[src/rtl/frb_pkg.sv]
// Shared types and constants for the fragment reassembly buffer.
// No dependencies; imported by every module of the block.
package frb_pkg;

    localparam int WORD_BYTES = 8;    // bytes per readout word and number of lanes
    localparam int LEN_W      = 10;   // message length width
    localparam int IDX_W      = 6;    // word index width
    localparam int READ_LIMIT = 512;  // hard ceiling on a stored message

    // Result kinds carried on m_tuser
    typedef enum logic [1:0] {
        STATUS_PENDING  = 2'd0,
        STATUS_COMPLETE = 2'd1,
        STATUS_DROPPED  = 2'd2
    } status_t;

    // Readout sequencer
    typedef enum logic [1:0] {
        RS_ACCEPT,
        RS_ADDR,
        RS_DATA
    } rd_state_t;

    // Outcome of one fragment, from the control unit
    typedef struct packed {
        status_t            status;
        logic [LEN_W-1:0]   msg_len;
        logic [IDX_W-1:0]   last_idx;
    } frag_res_t;

    // Lane write request for one fragment
    typedef struct packed {
        logic               en;
        logic [LEN_W-1:0]   base;
        logic [3:0]         count;
    } lane_wr_t;

endpackage

[src/rtl/frb_merge.sv]
// Merges the lane bytes into one readout word, zeroing bytes past the end.
// Depends on frb_pkg.
module frb_merge (
    input  logic [7:0]                  lane_byte [frb_pkg::WORD_BYTES],
    input  logic [frb_pkg::IDX_W-1:0]   word_idx,
    input  logic [frb_pkg::LEN_W-1:0]   msg_len,
    output logic [63:0]                 word
);
    import frb_pkg::*;

    always_comb begin
        for (int k = 0; k < WORD_BYTES; k++) begin
            if ({1'b0, word_idx, 3'(k)} < msg_len) begin
                word[8*k +: 8] = lane_byte[k];
            end else begin
                word[8*k +: 8] = 8'd0;
            end
        end
    end

endmodule

[config.mk]
export PLATFORM = sky130hd
export DESIGN_NAME = frb_merge
export DESIGN_NICKNAME = d
export VERILOG_FILES = /design/src/rtl/frb_pkg.sv /design/src/rtl/frb_merge.sv
export SDC_FILE = /design/constraint.sdc
export NUM_CORES = 1
export LEC_CHECK = 0
export ABC_CLOCK_PERIOD_IN_PS = 1600
export BUFFER_PORTS_ARGS = -buffer_cell sky130_fd_sc_hd__buf_2
export CAP_MARGIN = 20
export CORE_MARGIN = 3
export CORE_UTILIZATION = 28
export DETAILED_ROUTE_END_ITERATION = 6
export MAX_ROUTING_LAYER = met4
export PLACE_DENSITY = 0.86
export SYNTH_ARGS = -nofsm -noshare
export SYNTH_HDL_FRONTEND = slang
export SYNTH_SLANG_ARGS = --single-unit
[constraint.sdc]
create_clock -name vclk -period 1.6
set_input_delay 0.16 -clock vclk [all_inputs]
set_output_delay 0.16 -clock vclk [all_outputs]
set_load 0.02 [all_outputs]
==> metrics <==
outcome finished with violations; failing checks setup timing; Top Family by Delay on Critical Path simple AND/OR/NAND/NOR gates; RSZ-0062 raised after global routing yes; port bufs 144; Core ar. 0.002567 sq mm; first-pass GRT wire length 5.306 mm; net switching power 466.7 uW; HP Class primary input to output pin; IO Count 144; Leak 0.001203 uW; CP Class primary input to output pin; Synth Cell Area 778.2 sq um; final period utilization 108.5%; critical-path cell list buf_8, inv_4, ha_4, buf_6, nand4b_1, nand3_2, a21boi_4, and2_4, buf_6; Syn Nets between 200 and 250; Synth top area share 38.59%; slowest cell on the critical path a21boi_4; DR vias 1494; Hold Slack 623.9 ps; largest area contributor in the netlist and3_1; clkbuf count 0; Critical Path End Type output pin; DRC violation count after routing 0; First-pass DRT Iterations 4; post-synthesis sequential area ratio 0%; Core Rows 18; Final Critical Period 1736 ps; Synth Warn # 0; number of global-route vias before repair 1304; # nets final roughly 350; FFs & Latches 0; CP dominant cell by count buf_6; Least-Margin Pin Slew 265.2 ps; initial drt markers roughly 100; antenna violations before repair 0; antenna fix cells 0; CP Launch Type primary input; hpwl dp about 2.9 mm; all-layer global routing usage a little under a fifth; vias per std cell ~5; Cells after Synth 120; Starting Density around 30%; post-route ant nets 0; PwrDens 438.6 mW/mm^2; Yosys cell types 22; switching fraction of total power 48.81%; top cells by area, synth and3_1 39%, ha_1 11%, buf_6 7.2%; Seq. cell area 0 sq um; Layout Cells excl Fill 295; WP data arrival between 1500 and 2000 ps; final instance area 0.002180 sq mm; largest net degree at the start of global routing 29; clock power share 0%; full die area approximately 0.0034 sq mm; Sequential Power Share 0%; Logic pwr share 100.0%; Final Core Density 84.89%; area growth from synthesis to layout 180.1%; IR Drop Worst-Case VDD 0.3876 mV; most common cell in the synthesized netlist and3_1; post-route setup slack -136.2 ps; Slew HR 82.23%; final setup vio count 63; maximum fanout along the worst path 8; Fillers 160; GPL Wtd Cong a little under 0.8; max-cap violation count 0; Peak Freq 576.0 MHz; internal power ~490 uW; Setup TNS Final -5567 ps; hold buffers post-CTS 0; die width 58.72 um; Die Span Y between 50 and 60 um; Synth top cells by count 48 x and3_1, 11 x nor2_1, 8 x and2_1, 8 x nand2_1; Worst EP required 1440 ps; final hold violation count 0; Critical Path Max Stage Delay 280 ps; Total Wirelength 4.611 mm; WP buf/inv 4; share of layout cells above drive strength 1 81.89%; placed cell count 292; grt ovf 0; routed len/inst 15.63 um; Pins Over Slew Limit 0; DP Area around 0.0015 sq mm; average size of a mapped cell 6.485 sq um
layout make-up:
cell class / count / area (sq um) / area share [%]
timing repair buffer: 152 / 1119 / 51.32
multi-input combinational: 106 / 992.2 / 45.52
tap: 30 / 37.54 / 1.722
inverter: 7 / 31.28 / 1.435
cells in the final DEF (no fill, tap or decap), types with 2 or more instances in the layout:
master / netlist / layout
o21ai_4: 0 / 6
nor2_1: 11 / 7
ha_4: 0 / 4
buf_4: 0 / 8
and2_4: 0 / 7
ha_1: 7 / 3
and3_1: 48 / 27
clkbuf_16: 0 / 2
nand2_4: 0 / 2
nand2_2: 1 / 7
inv_1: 7 / 5
o21a_1: 3 / 2
buf_8: 0 / 3
buf_6: 5 / 38
nand3_2: 0 / 2
and3_4: 0 / 21
buf_12: 0 / 2
nor2_2: 0 / 4
buf_2: 1 / 99
a21oi_2: 0 / 3
inv_4: 0 / 2
worst paths after layout:
path,startpoint,end,slack [ps],cells after the start
worst min-delay path,lane_byte[34],word[26],620,3
worst max-delay path,msg_len[5],word[27],-140,9
metal layers:
layer / track usage [%] / wire, um
met5: - / 0
met1: 20.31 / 1584
met2: 38.49 / 2572
met4: 2.265 / 74
met3: 1.316 / 380
logic make-up (layout without fill, tap and decap cells):
| logic type | Yosys count | in the layout | synth area share [%] |
|---|---|---|---|
| fa+ha+maj | 7 | 7 | 11.25 |
| buf+inv | 14 | 159 | 11.74 |
| simple gates | 84 | 84 | 62.22 |
| compound gates | 15 | 15 | 14.79 |
power groups by stage:
stage               logic (uW)  clock network, uW  registers, uW
global placement           648                  0              0
global route              1010                  0              0
CTS                        764                  0              0
detailed placement         657                  0              0
floorplan                  401                  0              0
finish                     956                  0              0
what timing repair did:
item / 4_1_cts / 5_1_grt
setup buffers: 0 / 0
pin swaps: 19 / 34
resized for setup: 59 / 93
cloned: 0 / 3
endpoints found under the hold margin: 0 / 0
setup endpoints to repair: 64 / 64
stage by stage:
stage                     setup slack, ps  total power [uW]
after floorplan                     57.66             401.1
after global placement             -170.0             648.1
after detailed placement           -212.5             657.1
after CTS                          -91.94             764.1
after global routing               -220.5              1009
final                              -136.2             956.1
Note: power is estimated with default switching activity, not from simulation.
