$ cat config.mk
export PLATFORM = sky130hd
export DESIGN_NAME = frb_lane
export DESIGN_NICKNAME = d
export VERILOG_FILES = /design/src/rtl/frb_pkg.sv /design/src/rtl/frb_lane.sv
export SDC_FILE = /design/constraint.sdc
export NUM_CORES = 1
export LEC_CHECK = 0
export BUFFER_PORTS_ARGS = -buffer_cell sky130_fd_sc_hd__buf_2
export CORE_ASPECT_RATIO = 1.25
export CORE_MARGIN = 2
export CORE_UTILIZATION = 60
export CTS_BUF_LIST = sky130_fd_sc_hd__clkbuf_16
export DETAILED_ROUTE_END_ITERATION = 7
export PLACE_DENSITY = 0.78
export SYNTH_ARGS = -nofsm -noshare
export SYNTH_HDL_FRONTEND = slang
export SYNTH_SLANG_ARGS = --single-unit
$ cat constraint.sdc
create_clock -name aclk -period 9.42 [get_ports aclk]
set_input_delay 0.942 -clock aclk [delete_from_list [all_inputs] [get_ports aclk]]
set_output_delay 0.942 -clock aclk [all_outputs]
set_load 0.02 [all_outputs]
$ cat src/rtl/frb_pkg.sv
// Shared types and constants for the fragment reassembly buffer.
// No dependencies; imported by every module of the block.
package frb_pkg;

    localparam int WORD_BYTES = 8;    // bytes per readout word and number of lanes
    localparam int LEN_W      = 10;   // message length width
    localparam int IDX_W      = 6;    // word index width
    localparam int READ_LIMIT = 512;  // hard ceiling on a stored message

    // Result kinds carried on m_tuser
    typedef enum logic [1:0] {
        STATUS_PENDING  = 2'd0,
        STATUS_COMPLETE = 2'd1,
        STATUS_DROPPED  = 2'd2
    } status_t;

    // Readout sequencer
    typedef enum logic [1:0] {
        RS_ACCEPT,
        RS_ADDR,
        RS_DATA
    } rd_state_t;

    // Outcome of one fragment, from the control unit
    typedef struct packed {
        status_t            status;
        logic [LEN_W-1:0]   msg_len;
        logic [IDX_W-1:0]   last_idx;
    } frag_res_t;

    // Lane write request for one fragment
    typedef struct packed {
        logic               en;
        logic [LEN_W-1:0]   base;
        logic [3:0]         count;
    } lane_wr_t;

endpackage

$ cat src/rtl/frb_lane.sv
// One byte lane: a byte-wide bank holding every eighth message byte.
// Depends on frb_pkg.
module frb_lane #(
    parameter int LANE = 0,
    parameter int ROWS = 64,
    parameter int RW   = 6
) (
    input  logic                    aclk,
    input  frb_pkg::lane_wr_t       wr,
    input  logic [63:0]             chunk_data,
    input  logic                    rd_en,
    input  logic [RW-1:0]           rd_row,
    output logic [7:0]              rd_byte
);
    import frb_pkg::*;

    logic [7:0]       mem [ROWS];
    logic [7:0]       rd_byte_reg;
    logic [2:0]       sel;
    logic             hit;
    logic [LEN_W-1:0] addr;
    logic [6:0]       row;
    logic [7:0]       wbyte;

    // Which chunk byte lands in this lane, and where
    always_comb begin
        sel   = 3'(LANE) - wr.base[2:0];
        hit   = wr.en && ({1'b0, sel} < wr.count);
        addr  = wr.base + {7'd0, sel};
        row   = addr[LEN_W-1:3];
        wbyte = chunk_data[8*sel +: 8];
    end

    // Bank write and registered read
    always_ff @(posedge aclk) begin
        if (hit && (row < 7'(ROWS))) begin
            mem[row[RW-1:0]] <= wbyte;
        end
        if (rd_en) begin
            rd_byte_reg <= mem[rd_row];
        end
    end

    assign rd_byte = rd_byte_reg;

endmodule

==> results.md <==
* First-pass GRT wire length at 71.4 mm
* Io pins at 95
* Sw Pwr at 1.13 mW
* Max-slew violation count at 0
* Routed via count at 10.7k
* Unique cell type count in the Yosys netlist at 66
* Post-DRT Antenna Nets at 0
* Worst Path Max Fanout at 32
* Commonest non-fill, non-tap cell in the layout: edfxtp_1
* Worst vdd ir at 162 uV
* Die area at 37100 sq um
* Crit path launch: wr[4]
* Hold Crit Class: in2reg
* Pwr/cell area at 208 nW/um^2
* Max FFs per register at 512
* RSZ-0062 raised after global routing: false
* Setup crit start kind: primary input
* H-tree depth at 2
* Static Leakage at 7.25 nW
* Ys Warns at 0
* R2R cell count at 4
* Dpl ws at 3980 ps
* Core Region at 35200 sq um
* Vias in the first global route at 11.2k
* Final GP Congestion at 0.823
* Die W at 173 um
* Clock skew at 14.2 ps
* Clock Power Share at 37.1%
* Layout area overhead at 10.7%
* GRT Total Usage at 26.3%
* Crit path capture: mem[53][4]$_DFFE_PP_
* Status: finished, final reports clean
* Fin crit share at 51.4%
* Post-synth EDFFs at 520
* DR iter-0 viols at 1314
* Max Cap Viol at 0
* Clock transition at the registers of the reported paths at 60 ps
* Final WL at 47.3 mm
* FF-to-FF Start: mem[52][4]$_DFFE_PP_
* GRT Residual Overflow at 0
* Hold_ws at 754 ps
* Switching portion of total power at 22.9%
* Core Rows at 77
* Cells after Synth at 1017
* Min setup slack post-route at 4580 ps
* Synth Flop Type: edfxtp_1
* Worst Tran Pin Value at 1230 ps
* Syn Nets at 1109
* Fmax at 0.207 GHz
* Initial antenna violation count at 1
* Commonest non-fill, non-tap cells in the layout: 520 x edfxtp_1, 143 x mux4_2, 92 x buf_2
* Drt drc at 0
* Detailed-route vias per instance at 6.62
* Ant diodes at 0
* CTS tree: built
* Resized Gates After CTS at 0
* Worst skew pair latency at 580 ps
* Initial Util at 60.7%
* First-pass iteration count of the detailed router at 5
* Final setup fails at 0
* Worst slew margin at 17.6%
* WL per Instance at 29.2 um
* Dpl hpwl at 28.3 mm
* CTS max path bufs at 3
* CTS sink cnt at 520
* Syn Area/Cell at 21.0 sq um
* Die Y-Extent at 215 um
* Largest net degree at the start of global routing at 85
* Root Driver: clkbuf_16
* CTS buffer count at 46
* Reg-to-reg setup timing slack at 6890 ps
* Nets at 1204
* R2r endpoint: rd_byte[4]$_DFFE_PP_
* Finished Core Util at 67.2%
* Crit Path Class: in2reg
* CP arrival at 5020 ps
* Synthesized area at 21300 sq um
* Post-CTS Setup Repair Bufs at 0
* Worst Hold Path Cells at 1
* Ys async rst share at 0%
* Post-synthesis sequential area ratio at 73.2%
* Crit path required time at 9590 ps
* Synthesis-stage register bit count at 520
* Hold Vio Cnt, Final at 0
* Sum Neg Setup Slack at 0 ps
* Total internal power at 3.79 mW
* Final min period at 4840 ps
* Comb power frac at 8.8%
* Seq pwr share at 54.1%
* Hold_buf cts at 0
* Port Buffers at 94
* Total design power at 4.92 mW
* CP Capture Type: register
* Proportion of layout cells with a drive suffix above 1 at 33.0%
==> cell type report <==
| class | instances | area, sq um |
|---|---|---|
| fillers | 2176 | 11500 |
| repair buffers | 109 | 596 |
| clock buffers | 46 | 1150 |
| well taps | 474 | 593 |
| inverters | 8 | 30.0 |
| clock inverters | 37 | 312 |
| flip-flops and latches | 520 | 15600 |
| multi-input cells | 427 | 5320 |
==> how the worst min path moves through the flow <==
| stage | from | end |
|---|---|---|
| after detailed placement | mem[14][5]$_DFFE_PP_ | rd_byte[5]$_DFFE_PP_ |
| after CTS | rd_en | rd_byte[0]$_DFFE_PP_ |
| after floorplan | mem[38][0]$_DFFE_PP_ | rd_byte[0]$_DFFE_PP_ |
| final | rd_en | rd_byte[0]$_DFFE_PP_ |
| after global placement | mem[22][4]$_DFFE_PP_ | rd_byte[4]$_DFFE_PP_ |
| after global routing | rd_en | rd_byte[0]$_DFFE_PP_ |
==> critical path, cell delays in order <==
cell and delay (ps):
buf_2 440, inv_1 270, ha_1 330, ha_1 560, clkinv_1 350, ha_1 370, inv_1 60, o311a_1 240
nand3b_1 100, buf_4 300, nor3_1 1020
==> synth_stat cells, drive strengths merged, types with 2 or more instances <==
| cell type | number | area [sq um] |
|---|---|---|
| o32ai | 2 | 17.5 |
| nand3 | 4 | 25.0 |
| o221ai | 12 | 105 |
| buf | 47 | 345 |
| o22ai | 18 | 125 |
| edfxtp | 520 | 15600 |
| a22oi | 3 | 36.3 |
| or2 | 3 | 18.8 |
| nor2 | 8 | 30.0 |
| xor2 | 2 | 36.3 |
| a311o | 3 | 30.0 |
| nor2b | 12 | 75.1 |
| clkbuf | 15 | 56.3 |
| or3 | 3 | 18.8 |
| nand2 | 35 | 131 |
| a22o | 5 | 43.8 |
| o21ai | 15 | 78.8 |
| nor3b | 2 | 20.0 |
| a221oi | 5 | 50.0 |
| nand2b | 5 | 31.3 |
| nor3 | 74 | 465 |
| mux4 | 144 | 3250 |
| inv | 7 | 26.3 |
| xnor2 | 4 | 50.1 |
| a21oi | 7 | 35.0 |
| mux2 | 5 | 56.3 |
| nor4b | 2 | 38.8 |
| mux2i | 18 | 180 |
| nand3b | 4 | 33.8 |
| ha | 5 | 62.6 |
| nor4 | 2 | 12.5 |
| a211oi | 10 | 75.1 |
==> through the flow <==
step / cell area (sq um) / instances
floorplan: 21300 / 1017
global placement: 22200 / 1538
detailed placement: 22200 / 1538
CTS: 23600 / 1621
global route: 23600 / 1621
finish: 23600 / 1621
==> power by group through the flow <==
stage,Clock (mW),Sequential [mW],Combinational [mW]
6_report,1.83,2.66,0.434
5_1_grt,1.93,2.66,0.463
4_1_cts,1.84,2.66,0.439
3_5_place_dp,0,2.71,0.436
3_3_place_gp,0,2.71,0.427
2_1_floorplan,0,2.72,0.255
==> kinds of logic after synthesis <==
group / Yosys count / share of synthesized area (%)
fa+ha+maj: 5 / 0.293
simple gates: 160 / 4.43
flops: 520 / 73.2
buf+inv: 70 / 2.02
mux: 167 / 16.3
xor+xnor: 6 / 0.405
compound gates: 89 / 3.31
==> routing by layer <==
layer	global-route usage [%]	part of all wire (%)	vias up
li1	-	-	4495
met1	34.1	36	5561
met2	45.2	52	572
met3	3.86	7.5	106
met4	10.9	4.3	2
met5	0	0.015	-
No activity file was read; power rests on OpenSTA's default activity.
