<file path="config.mk">
export PLATFORM = sky130hd
export DESIGN_NAME = frb_ctrl
export DESIGN_NICKNAME = d
export VERILOG_FILES = /design/src/rtl/frb_pkg.sv /design/src/rtl/frb_ctrl.sv
export SDC_FILE = /design/constraint.sdc
export NUM_CORES = 1
export LEC_CHECK = 0
export ABC_AREA = 0
export BUFFER_PORTS_ARGS = -buffer_cell sky130_fd_sc_hd__clkbuf_2
export CORE_MARGIN = 1.5
export CORE_UTILIZATION = 30
export CTS_CLUSTER_DIAMETER = 150
export DETAILED_ROUTE_END_ITERATION = 16
export GPL_TIMING_DRIVEN = 0
export HOLD_SLACK_MARGIN = 0.03
export MAX_ROUTING_LAYER = met4
export PLACE_DENSITY = 0.46
export SYNTH_ARGS = -nofsm -noshare
export SYNTH_HDL_FRONTEND = slang
export SYNTH_SLANG_ARGS = --single-unit
</file>
<file path="constraint.sdc">
create_clock -name aclk -period 8.65 [get_ports aclk]
set_clock_uncertainty 0.15 [all_clocks]
set_input_delay 0.865 -clock aclk [delete_from_list [all_inputs] [get_ports aclk]]
set_output_delay 0.865 -clock aclk [all_outputs]
set_load 0.02 [all_outputs]
</file>
<file path="src/rtl/frb_pkg.sv">
// Shared types and constants for the fragment reassembly buffer.
// No dependencies; imported by every module of the block.
package frb_pkg;

    localparam int WORD_BYTES = 8;    // bytes per readout word and number of lanes
    localparam int LEN_W      = 10;   // message length width
    localparam int IDX_W      = 6;    // word index width
    localparam int READ_LIMIT = 512;  // hard ceiling on a stored message

    // Result kinds carried on m_tuser
    typedef enum logic [1:0] {
        STATUS_PENDING  = 2'd0,
        STATUS_COMPLETE = 2'd1,
        STATUS_DROPPED  = 2'd2
    } status_t;

    // Readout sequencer
    typedef enum logic [1:0] {
        RS_ACCEPT,
        RS_ADDR,
        RS_DATA
    } rd_state_t;

    // Outcome of one fragment, from the control unit
    typedef struct packed {
        status_t            status;
        logic [LEN_W-1:0]   msg_len;
        logic [IDX_W-1:0]   last_idx;
    } frag_res_t;

    // Lane write request for one fragment
    typedef struct packed {
        logic               en;
        logic [LEN_W-1:0]   base;
        logic [3:0]         count;
    } lane_wr_t;

endpackage

</file>
<file path="src/rtl/frb_ctrl.sv">
// Fragment checks and message state: offset, total and length tracking.
// Depends on frb_pkg.
module frb_ctrl #(
    parameter int LANE_BYTES  = 8,
    parameter int STORE_BYTES = 512
) (
    input  logic                    aclk,
    input  logic                    aresetn,
    input  logic                    cfg_we,
    input  logic [9:0]              cfg_wdata,
    input  logic                    accept,
    input  logic [31:0]             frag_offset,
    input  logic [31:0]             total_len,
    input  logic [3:0]              chunk_bytes,
    output frb_pkg::frag_res_t      res,
    output frb_pkg::lane_wr_t       wr
);
    import frb_pkg::*;

    localparam int STORE_LIM = (STORE_BYTES < READ_LIMIT) ? STORE_BYTES : READ_LIMIT;

    logic [LEN_W-1:0] max_len_reg;
    logic [31:0]      bytes_rx_reg, bytes_rx_next;
    logic [31:0]      exp_len_reg, exp_len_next;
    logic             discard_reg, discard_next;

    logic [3:0]       n;
    logic             start;
    logic [31:0]      tot;
    logic [LEN_W-1:0] limit;
    logic [31:0]      exp_eff;
    logic [31:0]      br_eff;
    logic             disc_eff;
    logic             bad_cont;
    logic [32:0]      sum;
    logic [LEN_W-1:0] len_m1;

    // Configuration register
    always_ff @(posedge aclk) begin
        if (!aresetn) begin
            max_len_reg <= LEN_W'(READ_LIMIT);
        end else if (cfg_we) begin
            max_len_reg <= cfg_wdata;
        end
    end

    // Effective storage limit
    always_comb begin
        if (max_len_reg > LEN_W'(STORE_LIM)) begin
            limit = LEN_W'(STORE_LIM);
        end else begin
            limit = max_len_reg;
        end
    end

    // Fragment decode
    always_comb begin
        n        = (chunk_bytes > 4'(LANE_BYTES)) ? 4'(LANE_BYTES) : chunk_bytes;
        start    = (frag_offset == 32'd0);
        tot      = (total_len == 32'd0) ? {28'd0, n} : total_len;
        exp_eff  = start ? tot : exp_len_reg;
        br_eff   = start ? 32'd0 : bytes_rx_reg;
        disc_eff = start ? (tot > {22'd0, limit}) : discard_reg;
        bad_cont = !start && ((exp_len_reg == 32'd0) || (total_len != exp_len_reg)
                              || (frag_offset != bytes_rx_reg));
        sum      = {1'b0, br_eff} + {29'd0, n};
        len_m1   = sum[LEN_W-1:0] - LEN_W'(1);
    end

    // Outcome and next state
    always_comb begin
        bytes_rx_next = 32'd0;
        exp_len_next  = 32'd0;
        discard_next  = 1'b0;
        res.status    = STATUS_PENDING;
        res.msg_len   = '0;
        res.last_idx  = len_m1[IDX_W+2:3];
        wr.en         = 1'b0;
        wr.base       = br_eff[LEN_W-1:0];
        wr.count      = n;
        priority if (start && (tot == 32'd0)) begin
            res.status = STATUS_PENDING;
        end else if (bad_cont) begin
            res.status = STATUS_DROPPED;
        end else if (sum > {1'b0, exp_eff}) begin
            // overrun of the announced total
            res.status = STATUS_DROPPED;
        end else if (sum < {1'b0, exp_eff}) begin
            res.status    = STATUS_PENDING;
            wr.en         = !disc_eff;
            bytes_rx_next = sum[31:0];
            exp_len_next  = exp_eff;
            discard_next  = disc_eff;
        end else begin
            // final fragment
            wr.en = !disc_eff;
            if (disc_eff) begin
                res.status = STATUS_DROPPED;
            end else begin
                res.status  = STATUS_COMPLETE;
                res.msg_len = sum[LEN_W-1:0];
            end
        end
    end

    // Message state
    always_ff @(posedge aclk) begin
        if (!aresetn) begin
            bytes_rx_reg <= 32'd0;
            exp_len_reg  <= 32'd0;
            discard_reg  <= 1'b0;
        end else if (accept) begin
            bytes_rx_reg <= bytes_rx_next;
            exp_len_reg  <= exp_len_next;
            discard_reg  <= discard_next;
        end
    end

endmodule

</file>
==> summary by stage, run 1 <==
Setup path
The slowest cell on the critical path is sky130_fd_sc_hd__nor4_1. The data required time at the worst endpoint is 7.64 ns. The worst endpoint data arrival time is 7.01 ns. The highest fanout seen on the critical path is 10.

The delay of the slowest critical-path stage is 0.78 ns. The kind of critical path is input pin to output port. The worst setup path is launched from an input pin.

STA classifies the critical path endpoint as an output port.

Global routing
Global routing finished with a remaining overflow of 0. The global-route track usage on met1 is 0.308. The global-route wire length before repair is 32200 µm. The initial antenna violation count is 0. In the global route stage, overall resource usage came out at 0.223.

Entering global routing, the biggest net connects 16 pins. The via count of the first global-routing pass was 5324. For this run, global-route usage on met2 was measured as 0.330.

The busiest layer in global routing is met2. The met3 track demand over resource in global routing is 0.0277.

Layout
The repair_antennas step left the layout with diodes totalling 0. In the final layout, the share of cells above drive strength 1 is 0.187. Once layout is complete, the cells apart from fillers number 1128. The filler cell count in the final layout is 2088. The net count of the finished layout is 987.

The layout-stage area growth over the synthesis result is 20.3%.

Logic synthesis
The Yosys step of the flow raised 0 warnings. The average instance in the mapped netlist occupies 8.10 µm². The synthesized netlist occupies a cell area of 5950 µm². Counting flops with a built-in enable in the synthesized netlist gives 0. The share of Yosys cell area claimed by the top area cell type is 0.253.

Synthesis instantiated 53 different standard cells from the library. Ranked by total cell area, the synthesized netlist is headed by sky130_fd_sc_hd__dfxtp_1, sky130_fd_sc_hd__xor2_1, sky130_fd_sc_hd__ha_1, sky130_fd_sc_hd__mux2i_1, sky130_fd_sc_hd__nand2_1. The library cell occupying the most area in the post-synthesis netlist is sky130_fd_sc_hd__dfxtp_1. The post-synthesis instance total is 734. The post-synth net total is 863.

The number of synthesized register bits is 75. The share of the Yosys chip area taken by registers is 0.253. The predominant post-synthesis flop cell is sky130_fd_sc_hd__dfxtp_1. For this run, asynchronously set or reset flops after synthesis account for 0.

Floorplanning
In this run the count of I/O pins placed on the die edge is 115. Measured along the y axis, the die boundary spans 144 µm. For this configuration, the core starts out at a cell density of 0.305.

The overall die width is 144 µm. After floorplanning, the core was sized to cover 19500 µm². After floorplanning, the core was divided into 51 placement rows. The die area is 20700 µm².

Clocking
The buffers inserted during post-CTS setup optimization is 0. The clock tree synthesis step divided the H-tree into 3 levels. TritonCTS created 9 clock buffers. The number of buffers added to fix hold violations after cts is 0. The cell sitting at the root of the clock tree is a sky130_fd_sc_hd__clkbuf_16. The buffer levels on the longest clock path is 2. TritonCTS built the clock tree. The clock reaches the later pin of the worst-skew pair after 0.36 ns. The clock-pin transition on the worst setup and hold timing paths is 0.06 ns. The clock sink count is 75. Gates resized during post-CTS repair numbered 2.

Power and ir drop
The internal power of the cells totals 588 µW. The share of total power dissipated in the clock network is 0.449. In this run the static leakage power is 0.00312 µW.

The switching part of the total power is 0.291. VDD sags by at most 0.0923 mV. The power density over the cells is 116 nW/µm². The analysis attributes to net switching a power of 242 µW. The sequential cell fraction of total power is 0.422.

The post-layout total power is 830 µW. The combinational cell fraction of total power is 0.128.

Placed design
Input and output buffers added on the ports amount to 113. After detailed placement, the design holds a cell count of 1112. Before CTS, the worst setup slack after placement is -0.129 ns. Summed over all nets, the half-perimeter wirelength after detailed placement is 18300 µm. The congestion estimate from routability-driven global placement came to 0.967.

Drt
The count of unresolved DRC violations after routing is 0. The number of iterations in the first detailed-routing pass is 4. The detailed-route wire length per cell is 19.4 µm.

The routed layout has 5748 vias. After detailed routing, the number of vias per cell comes to 5.10. Once detail routing completed, the nets flagged for antenna violations numbered 0. After the first detailed-routing iteration, the DRC count stood at 446.

The final layout contains routed wiring with a total length of 21900 µm.

Status
The flow ran to the end, and the final reports show no timing, DRC or antenna violations.

STA
Setup slack closes at 0.629 ns. Setup repair after global routing left no endpoint under its margin. The tightest hold path in the finished design has a slack of 0.337 ns.

The final-report max-slew violation count is 0. Headroom to the max-slew limit came out at 0.363. The time the final worst path needs with I/O delays and setup is 8.02 ns. The slew at the pin with the worst max-slew slack is 0.956 ns. The total setup violations reported at the end of the flow is 0. Dividing the final minimum period by the clock period gives 0.927. The final count of hold timing violations is 0. Static timing analysis puts the maximum clock frequency at 125 MHz.

Worst hold path
The class of the worst hold path is flop to flop.

Flow run
The max-capacitance violation count is 0.
-- cell usage after synthesis (2+ instances only) --
cell type and instances:
sky130_fd_sc_hd__a211oi_1 2, sky130_fd_sc_hd__a21o_1 9, sky130_fd_sc_hd__a21oi_1 19, sky130_fd_sc_hd__a221o_1 2, sky130_fd_sc_hd__a22o_1 21, sky130_fd_sc_hd__a31oi_1 3
sky130_fd_sc_hd__and2_1 10, sky130_fd_sc_hd__and3_1 12, sky130_fd_sc_hd__and4_1 5, sky130_fd_sc_hd__buf_2 7, sky130_fd_sc_hd__clkbuf_1 31, sky130_fd_sc_hd__dfxtp_1 75
sky130_fd_sc_hd__ha_1 46, sky130_fd_sc_hd__inv_1 16, sky130_fd_sc_hd__mux2i_1 40, sky130_fd_sc_hd__nand2_1 80, sky130_fd_sc_hd__nand3_1 18, sky130_fd_sc_hd__nand3b_1 7
sky130_fd_sc_hd__nand4_1 22, sky130_fd_sc_hd__nor2_1 45, sky130_fd_sc_hd__nor2_2 9, sky130_fd_sc_hd__nor2b_1 18, sky130_fd_sc_hd__nor3_1 12, sky130_fd_sc_hd__nor4_1 40
sky130_fd_sc_hd__nor4b_2 2, sky130_fd_sc_hd__o211ai_1 3, sky130_fd_sc_hd__o21a_1 2, sky130_fd_sc_hd__o21ai_0 53, sky130_fd_sc_hd__o31ai_1 2, sky130_fd_sc_hd__or2_2 3
sky130_fd_sc_hd__or3_1 2, sky130_fd_sc_hd__xnor2_1 21, sky130_fd_sc_hd__xor2_1 77
-- cells in the final DEF (no fill, tap or decap), types with 5 or more instances in the layout --
master                      count
sky130_fd_sc_hd__nand3_1       18
sky130_fd_sc_hd__nor3_1        12
sky130_fd_sc_hd__a21o_1         9
sky130_fd_sc_hd__and3_1        12
sky130_fd_sc_hd__nand3b_1       7
sky130_fd_sc_hd__clkbuf_16      9
sky130_fd_sc_hd__ha_1          46
sky130_fd_sc_hd__and4_1         5
sky130_fd_sc_hd__nor2_1        45
sky130_fd_sc_hd__inv_1         16
sky130_fd_sc_hd__mux2i_1       40
sky130_fd_sc_hd__o21ai_0       53
sky130_fd_sc_hd__nor2_2         9
sky130_fd_sc_hd__a22o_1        21
sky130_fd_sc_hd__a21oi_1       18
sky130_fd_sc_hd__nor2b_1       18
sky130_fd_sc_hd__dfxtp_1       75
sky130_fd_sc_hd__nor4_1        37
sky130_fd_sc_hd__xor2_1        77
sky130_fd_sc_hd__clkbuf_1      31
sky130_fd_sc_hd__nand2_1       80
sky130_fd_sc_hd__xnor2_1       21
sky130_fd_sc_hd__and2_1        10
sky130_fd_sc_hd__clkbuf_2     113
sky130_fd_sc_hd__nand4_1       22
sky130_fd_sc_hd__buf_2          7
-- power by group through the flow --
stage / Sequential (µW) / Clock (µW) / Combinational [µW]
floorplan: 357 / 0 / 51.7
global placement: 358 / 0 / 106
detailed placement: 358 / 0 / 105
CTS: 350 / 381 / 106
global route: 351 / 393 / 116
finish: 350 / 373 / 106
-- layout make-up --
class                   instances  area, µm²  area share
plain buffers                  40        166      0.0233
clock buffers                   9        225      0.0315
clock inverters                 7       60.1     0.00840
inverters                      17       63.8     0.00892
multi-input cells             602       4240       0.592
flip-flops and latches         75       1500       0.210
well taps                     265        332      0.0464
repair buffers                113        566      0.0791
-- final timing paths --
check | endpoint | depth (start not counted) | start | slack [ns]
hold reg to reg | discard_reg | 1 | discard_reg | 0.34
hold / removal | discard_reg | 1 | discard_reg | 0.34
setup / recovery | res[9] | 25 | frag_offset[14] | 0.63
setup reg to reg | exp_len_reg[24] | 19 | bytes_rx_reg[0] | 3.42
-- metal layers --
metal,vias to the layer above,wire (µm)
met4,0,634
met3,27,1120
met1,2661,10700
li1,2885,-
met5,-,0
met2,175,9410
-- metrics by stage --
step,instance area (µm²),TNS (ns),util
after floorplan,5950,0,-
after global placement,6840,-1.60,0.352
after detailed placement,6840,-1.14,0.352
after CTS,7140,0,0.367
after global routing,7150,0,0.367
final,7150,0,0.367
-- worst max-delay path, delay by kind of cell --
kind / cells / cell delay, ns
simple gates: 11 / 3.23
xor+xnor: 1 / 0.21
compound gates: 5 / 1.08
buf+inv: 6 / 0.98
fa+ha+maj: 2 / 0.59
-- logic make-up after synthesis --
kind of cell / Yosys count / synth area share
multiplexers: 40 / 0.0673
flip-flops: 75 / 0.253
XOR/XNOR: 98 / 0.144
AND/OR/NAND/NOR: 295 / 0.268
buffers and inverters: 57 / 0.0387
adder cells (fa/ha/maj): 47 / 0.100
AO/OA/AOI/OAI: 122 / 0.129
Note: power is estimated with default switching activity, not from simulation.
==> run 2, diff against run 1 <==
- CAP_MARGIN: unset -> 15
- CTS_BUF_LIST: unset -> sky130_fd_sc_hd__clkbuf_4 sky130_fd_sc_hd__clkbuf_8
- REMOVE_ABC_BUFFERS: unset -> 1
==> run 2 against run 1 <==
Effect of this change: first-iteration DRC count fell by 22%; clock power shrank 32%; fmax fell by 3.4%; global-route usage shrank 0.49 points; highest routed layer unchanged.
==> summary by stage, run 2 (synthesis gave the netlist of run 1 again) <==
Status
The run finished with clean final reports.

Global routing
The via count of the first global-routing pass is 5313 (-0.21%). The largest net degree at the start of global routing came to 34 (+18). The overall fraction of global-route tracks in use was 0.218 (-0.00488).

The initial antenna violation count is 0 (unchanged). The global-route wire length before repair is 32100 µm (-0.39%). The overflow left after global routing is 0 (unchanged).

STA
The normalized max-slew margin is 0.350 (-0.0129). The maximum operating frequency was 120 MHz (-3.4%). The post-route fraction of the period consumed by the critical path came to 0.960 (+0.0327). The time the final worst path needs with I/O delays and setup was 8.30 ns (+0.282 ns). The final-layout setup total negative slack was 0 ns (unchanged).

The final count of hold timing violations is 0 (unchanged). The final-report max-slew violation count is 0 (unchanged). Setup repair after global routing left no endpoint under its margin. The final worst hold slack was 0.337 ns (+0.000259 ns). The slew at the pin with the worst max-slew slack came to 0.975 ns (+0.0193 ns). The total setup violations reported at the end of the flow was 0 (unchanged).

Power and ir drop
The internal cell power is 504 µW (-14%). The combinational cell fraction of total power came to 0.149 (+0.021). The net switching power is 207 µW (-14%).

The sequential cell fraction of total power came to 0.492 (+0.070). The power density over the cells was 102 nW/µm² (-12%). The total leakage power was 0.00305 µW (-2.2%).

The post-layout total power is 711 µW (-14%). The peak ir drop on the vdd network came to 0.0543 mV (-41%). The switching part of the total power came to 0.291 (about the same).

The share of power burned in the clock network is 0.359 (-0.090).

Clocking
The clock-pin transition on the worst setup and hold timing paths came to 0.08 ns (+0.02 ns). The number of CTS-inserted buffers is 9 (unchanged). The worst-skew pair later-pin latency is 0.37 ns (about the same). TritonCTS built the clock tree.

The number of buffers added to fix hold violations after cts is 0 (unchanged). The clock sink count is 75 (unchanged). The master cell of the clock root buffer is sky130_fd_sc_hd__clkbuf_8. The maximum level of the CTS H-tree is 3 (unchanged). The buffer levels on the longest clock path is 2 (unchanged).

Setup path
The critical path in this run is classified as input pin to output port. The slowest cell on the critical path is sky130_fd_sc_hd__nor2_1. The delay of the slowest critical-path stage is 0.62 ns (-0.16 ns). The highest fanout seen on the critical path came to 17 (+7). The data required time at the worst endpoint was 7.64 ns (about the same). The sum of buffers and inverters on the critical path was 2 (-4). The kind of cell adding the most delay to the critical path is simple AND/OR/NAND/NOR gates. The nature of the critical path startpoint is an input pin. The worst endpoint data arrival time is 7.29 ns (+0.28 ns). Traced cell by cell, the critical path runs through clkbuf_2, nor4_1, nand4_1, or2_1, and2_1, ha_1, a21o_1, a21oi_1, o21ba_2, nor2_1, and3_1, xnor2_1, nor2_1, ha_1, nand4_1, and4bb_1, a221o_1, o21ai_1, a311oi_1, nor3_2, or3_4, nor2_2, clkbuf_2. The kind of capture point of the worst setup path is an output port.

Placed design
The last weighted congestion value of the routability-driven placer is 0.902 (-6.7%). The placement-stage cell area is 6790 µm² (-0.75%). The detailed placer's ending HPWL came to 17100 µm (-6.4%).

The count of buffers from port buffering is 114 (+0.88%). The placed instance count is 1077 (-3.1%).

Drt
The detailed-route wire length per cell is 19.5 µm (+0.61%). The via density per instance was 5.10 (+0.12%). The count of unresolved DRC violations after routing is 0 (unchanged). The total length of routed wires came to 21300 µm (-2.6%). The number of nets with antenna violations after routing is 0 (unchanged). The total via count in the routed design came to 5571 (-3.1%).

The initial DRC count is 348 (-22%). The number of iterations in the first detailed-routing pass is 4 (unchanged).

Layout
The filler cell count in the final layout is 2057 (-1.5%). The fraction of layout cells with a size suffix above 1 is 0.190 (+0.00328). The finished layout cell area is 6980 µm² (-2.4%). The net count of the finished layout was 952 (-3.5%).

The number of non-filler instances in the completed layout is 1092 (-3.2%). The most common library cell in the layout ignoring fill and taps is sky130_fd_sc_hd__clkbuf_2. The number of inserted diodes was 0 (unchanged). From synthesis to final layout, the design area changed by 17.3%. In the layout the commonest cells are sky130_fd_sc_hd__clkbuf_2, sky130_fd_sc_hd__nand2_1, sky130_fd_sc_hd__xor2_1, sky130_fd_sc_hd__dfxtp_1, sky130_fd_sc_hd__o21ai_0.

Floorplanning
The die area is 20700 µm² (unchanged). The starting utilization of the core area came to 0.305 (unchanged). The number of top-level pins is 115 (unchanged).

The placeable core region was 19500 µm² (unchanged). The die height was 144 µm (unchanged). The overall die width is 144 µm (unchanged).

The cell row count is 51 (unchanged).

Flow run
The max-capacitance violation count is 0 (unchanged).

Worst hold path
The tightest min-delay check is of the flop to flop type.
## run 2: metrics by stage
stage                util  setup WS, ns
detailed placement  0.349       -0.0596
floorplan               -         0.736
CTS                 0.358         0.288
global route        0.358        0.0630
finish              0.358         0.347
global placement    0.343         -2.46
## run 2: final cells by class
| type | instances | area [µm²] | share of cell area |
|---|---|---|---|
| repair buffers | 118 | 666 | 0.0954 |
| inverters | 17 | 63.8 | 0.00915 |
| clock inverters | 3 | 15.0 | 0.00215 |
| well taps | 265 | 332 | 0.0475 |
| multi-input cells | 602 | 4250 | 0.609 |
| flip-flops and latches | 75 | 1500 | 0.215 |
| clock buffers | 12 | 153 | 0.0219 |
## run 2: path summary, 6_finish.rpt
path	slack (ns)	startpoint	to	depth (start not counted)
max	0.35	frag_offset[10]	res[15]	23
min	0.34	discard_reg	discard_reg	1
max reg2reg	2.99	bytes_rx_reg[1]	bytes_rx_reg[26]	19
min reg2reg	0.34	discard_reg	discard_reg	1
## run 2: layer usage
| layer | vias to the layer above | GRT usage | share of wire |
|---|---|---|---|
| li1 | 2807 | - | - |
| met1 | 2557 | 0.298 | 0.49 |
| met2 | 172 | 0.327 | 0.44 |
| met3 | 35 | 0.0317 | 0.048 |
| met4 | 0 | 0.0763 | 0.029 |
| met5 | - | - | 0 |
## run 2: power groups by stage
stage	sequential [µW]	clock (µW)	combinational, µW
detailed placement	358	0	105
global placement	358	0	104
CTS	350	264	106
global route	350	280	115
finish	350	255	106
floorplan	357	0	47.2
## run 2: worst register-to-register path, delay by kind of cell (launching register included)
family	cells	cell delay, ns
buf+inv	1	0.07
xor+xnor	1	0.17
flops	1	0.35
fa+ha+maj	2	0.52
compound gates	7	1.52
simple gates	8	2.85
## run 2: repair_timing
action / in CTS / in global routing
endpoints found under the setup margin: 10 / 5
setup buffers: 0 / 0
resized for setup: 1 / 2
hold endpoints to repair: 0 / 0
==> run 3, diff against run 2 <==
- clock period: 8.65 -> 8.3 ns (I/O delays scaled with it)
==> run 3 against run 2 <==
Effect of this change: core utilization hardly changed; cell area is 0.13% higher; sequential share of layout area hardly changed; die area stayed put; count of clock-buffer cells in the layout stayed put; flip-flop and latch count stayed put; non-clock buffer count stayed put; routed wire length is 0.18% higher; clock power is 5% higher; sequential power is 4% higher; global-route usage stayed put; critical endpoint unchanged.
==> summary by stage, run 3 (synthesis gave the netlist of run 1 again) <==
Clocking
The buffers inserted during post-CTS setup optimization came to 0 (unchanged). The clock-pin transition on the worst setup and hold timing paths was 0.08 ns (about the same). The buffer levels on the longest clock path is 2 (unchanged). The number of buffers added to fix hold violations after cts is 0 (unchanged). The maximum level of the CTS H-tree is 3 (unchanged). The clock sink count is 75 (unchanged). The number of CTS-inserted buffers is 9 (unchanged).

The CTS tree is built. The worst-skew pair later-pin latency is 0.37 ns (about the same). The master cell of the clock root buffer is sky130_fd_sc_hd__clkbuf_8.

Power and ir drop
The combinational cell fraction of total power came to 0.149 (about the same). The peak ir drop on the vdd network is 0.0565 mV (+4.2%). The sequential cell fraction of total power is 0.491 (about the same).

The power density over the cells is 106 nW/µm² (+4.3%). The net switching power came to 217 µW (+4.9%). The total leakage power came to 0.00305 µW (about the same).

The internal cell power is 526 µW (+4.3%). The share of power burned in the clock network is 0.360 (about the same). The switching part of the total power is 0.292 (+0.00127).

Global routing
The global-route wire length before repair is 32100 µm (unchanged). The largest net degree at the start of global routing came to 34 (unchanged). The overflow left after global routing is 0 (unchanged). The via count of the first global-routing pass came to 5313 (unchanged).

The overall fraction of global-route tracks in use came to 0.218 (unchanged). The initial antenna violation count is 0 (unchanged).

Drt
The number of nets with antenna violations after routing was 0 (unchanged). The total via count in the routed design is 5586 (+0.27%). The initial DRC count is 351 (+0.86%). The number of iterations in the first detailed-routing pass is 4 (unchanged).

The total length of routed wires was 21300 µm (+0.18%). The via density per instance is 5.12 (+0.27%). The count of unresolved DRC violations after routing is 0 (unchanged). The detailed-route wire length per cell is 19.5 µm (+0.18%).

Floorplanning
The starting utilization of the core area is 0.305 (unchanged). The placeable core region is 19500 µm² (unchanged). The number of top-level pins is 115 (unchanged). The overall die width came to 144 µm (unchanged). The die area is 20700 µm² (unchanged).

The cell row count came to 51 (unchanged). The die height came to 144 µm (unchanged).

Placed design
The worst slack at placement is -0.340 ns (-0.280 ns). The detailed placer's ending HPWL came to 17100 µm (unchanged). The last weighted congestion value of the routability-driven placer was 0.902 (unchanged). The count of buffers from port buffering is 114 (unchanged). The placement-stage cell area is 6790 µm² (unchanged).

STA
The slew at the pin with the worst max-slew slack was 0.990 ns (+0.0153 ns). The least setup slack across all paths after layout was 0.402 ns (+0.0550 ns). Setup repair after global routing left no endpoint under its margin. The final-report max-slew violation count came to 0 (unchanged). Static timing analysis puts the maximum clock frequency at 127 MHz. The post-route fraction of the period consumed by the critical path is 0.952. The final worst hold slack is 0.337 ns (-0.0000160 ns). The time the final worst path needs with I/O delays and setup is 7.90 ns. The normalized max-slew margin is 0.340 (-0.0102). The final count of hold timing violations is 0 (unchanged). The total setup violations reported at the end of the flow was 0 (unchanged).

Layout
The fraction of layout cells with a size suffix above 1 is 0.193 (+0.00363). Leaving out fill and tap cells, the most frequent cell in the layout is sky130_fd_sc_hd__clkbuf_2. The layout-stage area growth over the synthesis result is 17.5%. The filler cell count in the final layout is 2056 (-0.049%). The finished layout cell area was 6990 µm² (+0.13%). The net count of the finished layout is 952 (unchanged). The post-route core utilization was 0.359 (+0.000450). In the layout the commonest cells are sky130_fd_sc_hd__clkbuf_2, sky130_fd_sc_hd__nand2_1, sky130_fd_sc_hd__xor2_1, sky130_fd_sc_hd__dfxtp_1, sky130_fd_sc_hd__o21ai_0.

The area of the multi-input gates is 4260 µm² (+0.21%). The footprint of the flip-flops and latches is 1500 µm² (unchanged). The number of inserted diodes came to 0 (unchanged).

Setup path
The kind of critical path is input pin to output port. In this run the critical register-to-register path is captured at bytes_rx_reg[26]. The sum of buffers and inverters on the critical path is 2 (unchanged). The highest fanout seen on the critical path is 17 (unchanged). The slack of the worst reg-to-reg path is 2.77 ns (-0.22 ns). STA classifies the critical path endpoint as an output port. The cell count of the worst reg-to-reg path is 18 (-1). The worst endpoint data arrival time came to 6.92 ns (-0.37 ns). The signal on the critical path passes through clkbuf_2, nor4_1, nand4_1, or2_2, and2_1, ha_1, fa_1, a21o_1, a21oi_4, nor2_1, nand2_1, xor2_1, nor2_1, ha_1, nand4_1, and4bb_1, a221o_1, o21ai_1, a311oi_2, nor3_2, or3_4, nor2_2, clkbuf_2. The delay of the slowest critical-path stage is 0.52 ns (-0.10 ns).

The reg-to-reg startpoint is bytes_rx_reg[0]. The most critical setup path has its startpoint at frag_offset[10]. In this run the worst setup path terminates at res[15]. The logic depth of the worst path, buffers included came to 23 (unchanged). The data required time at the worst endpoint is 7.32 ns (-0.32 ns). The slowest cell on the critical path is sky130_fd_sc_hd__nor4_1. The nature of the critical path startpoint is an input pin. The cell family contributing the most delay on the critical path is simple AND/OR/NAND/NOR gates.

Worst hold path
The class of the worst hold path is flop to flop.

Flow run
The max-capacitance violation count is 0 (unchanged).

Status
The run finished with clean final reports.
[run 3: how the worst min path moves through the flow]
stage                   to  cells past startpoint  slack [ns]   startpoint
6_report       discard_reg                      1        0.34  discard_reg
5_1_grt        discard_reg                      1        0.37  discard_reg
4_1_cts        discard_reg                      1        0.34  discard_reg
3_5_place_dp   discard_reg                      1        0.31  discard_reg
3_3_place_gp   discard_reg                      1        0.32  discard_reg
2_1_floorplan  discard_reg                      1        0.29  discard_reg
[run 3: layer usage]
metal,share of wire,track usage,wire (µm),vias to the layer above
met2,0.44,0.327,9340,162
li1,-,-,-,2800
met3,0.040,0.0317,850,33
met4,0.029,0.0763,617,0
met1,0.49,0.298,10500,2591
met5,0,-,0,-
[run 3: final cells by class]
class	count	area share
Clock buffer	12	0.0219
Clock inverter	3	0.00215
Inverter	17	0.00913
Multi-Input combinational cell	602	0.609
Sequential cell	75	0.215
Tap cell	265	0.0475
Timing Repair Buffer	118	0.0953
[run 3: power groups by stage]
| stage | Sequential, µW | Clock (µW) | Combinational (µW) |
|---|---|---|---|
| 3_3_place_gp | 373 | 0 | 109 |
| 5_1_grt | 365 | 292 | 120 |
| 3_5_place_dp | 373 | 0 | 110 |
| 6_report | 365 | 267 | 111 |
| 4_1_cts | 365 | 275 | 110 |
| 2_1_floorplan | 372 | 0 | 49.2 |
[run 3: through the flow]
stage | total power [µW] | std cells | setup TNS, ns
detailed placement | 483 | 1077 | -3.12
finish | 743 | 1092 | 0
global placement | 482 | 1073 | -189.11
global route | 777 | 1092 | 0
floorplan | 422 | 694 | 0
CTS | 750 | 1092 | 0
[run 3: timing repair]
item	CTS	global route
setup endpoints to repair	12	12
endpoints found under the hold margin	0	0
gates resized for setup	1	5
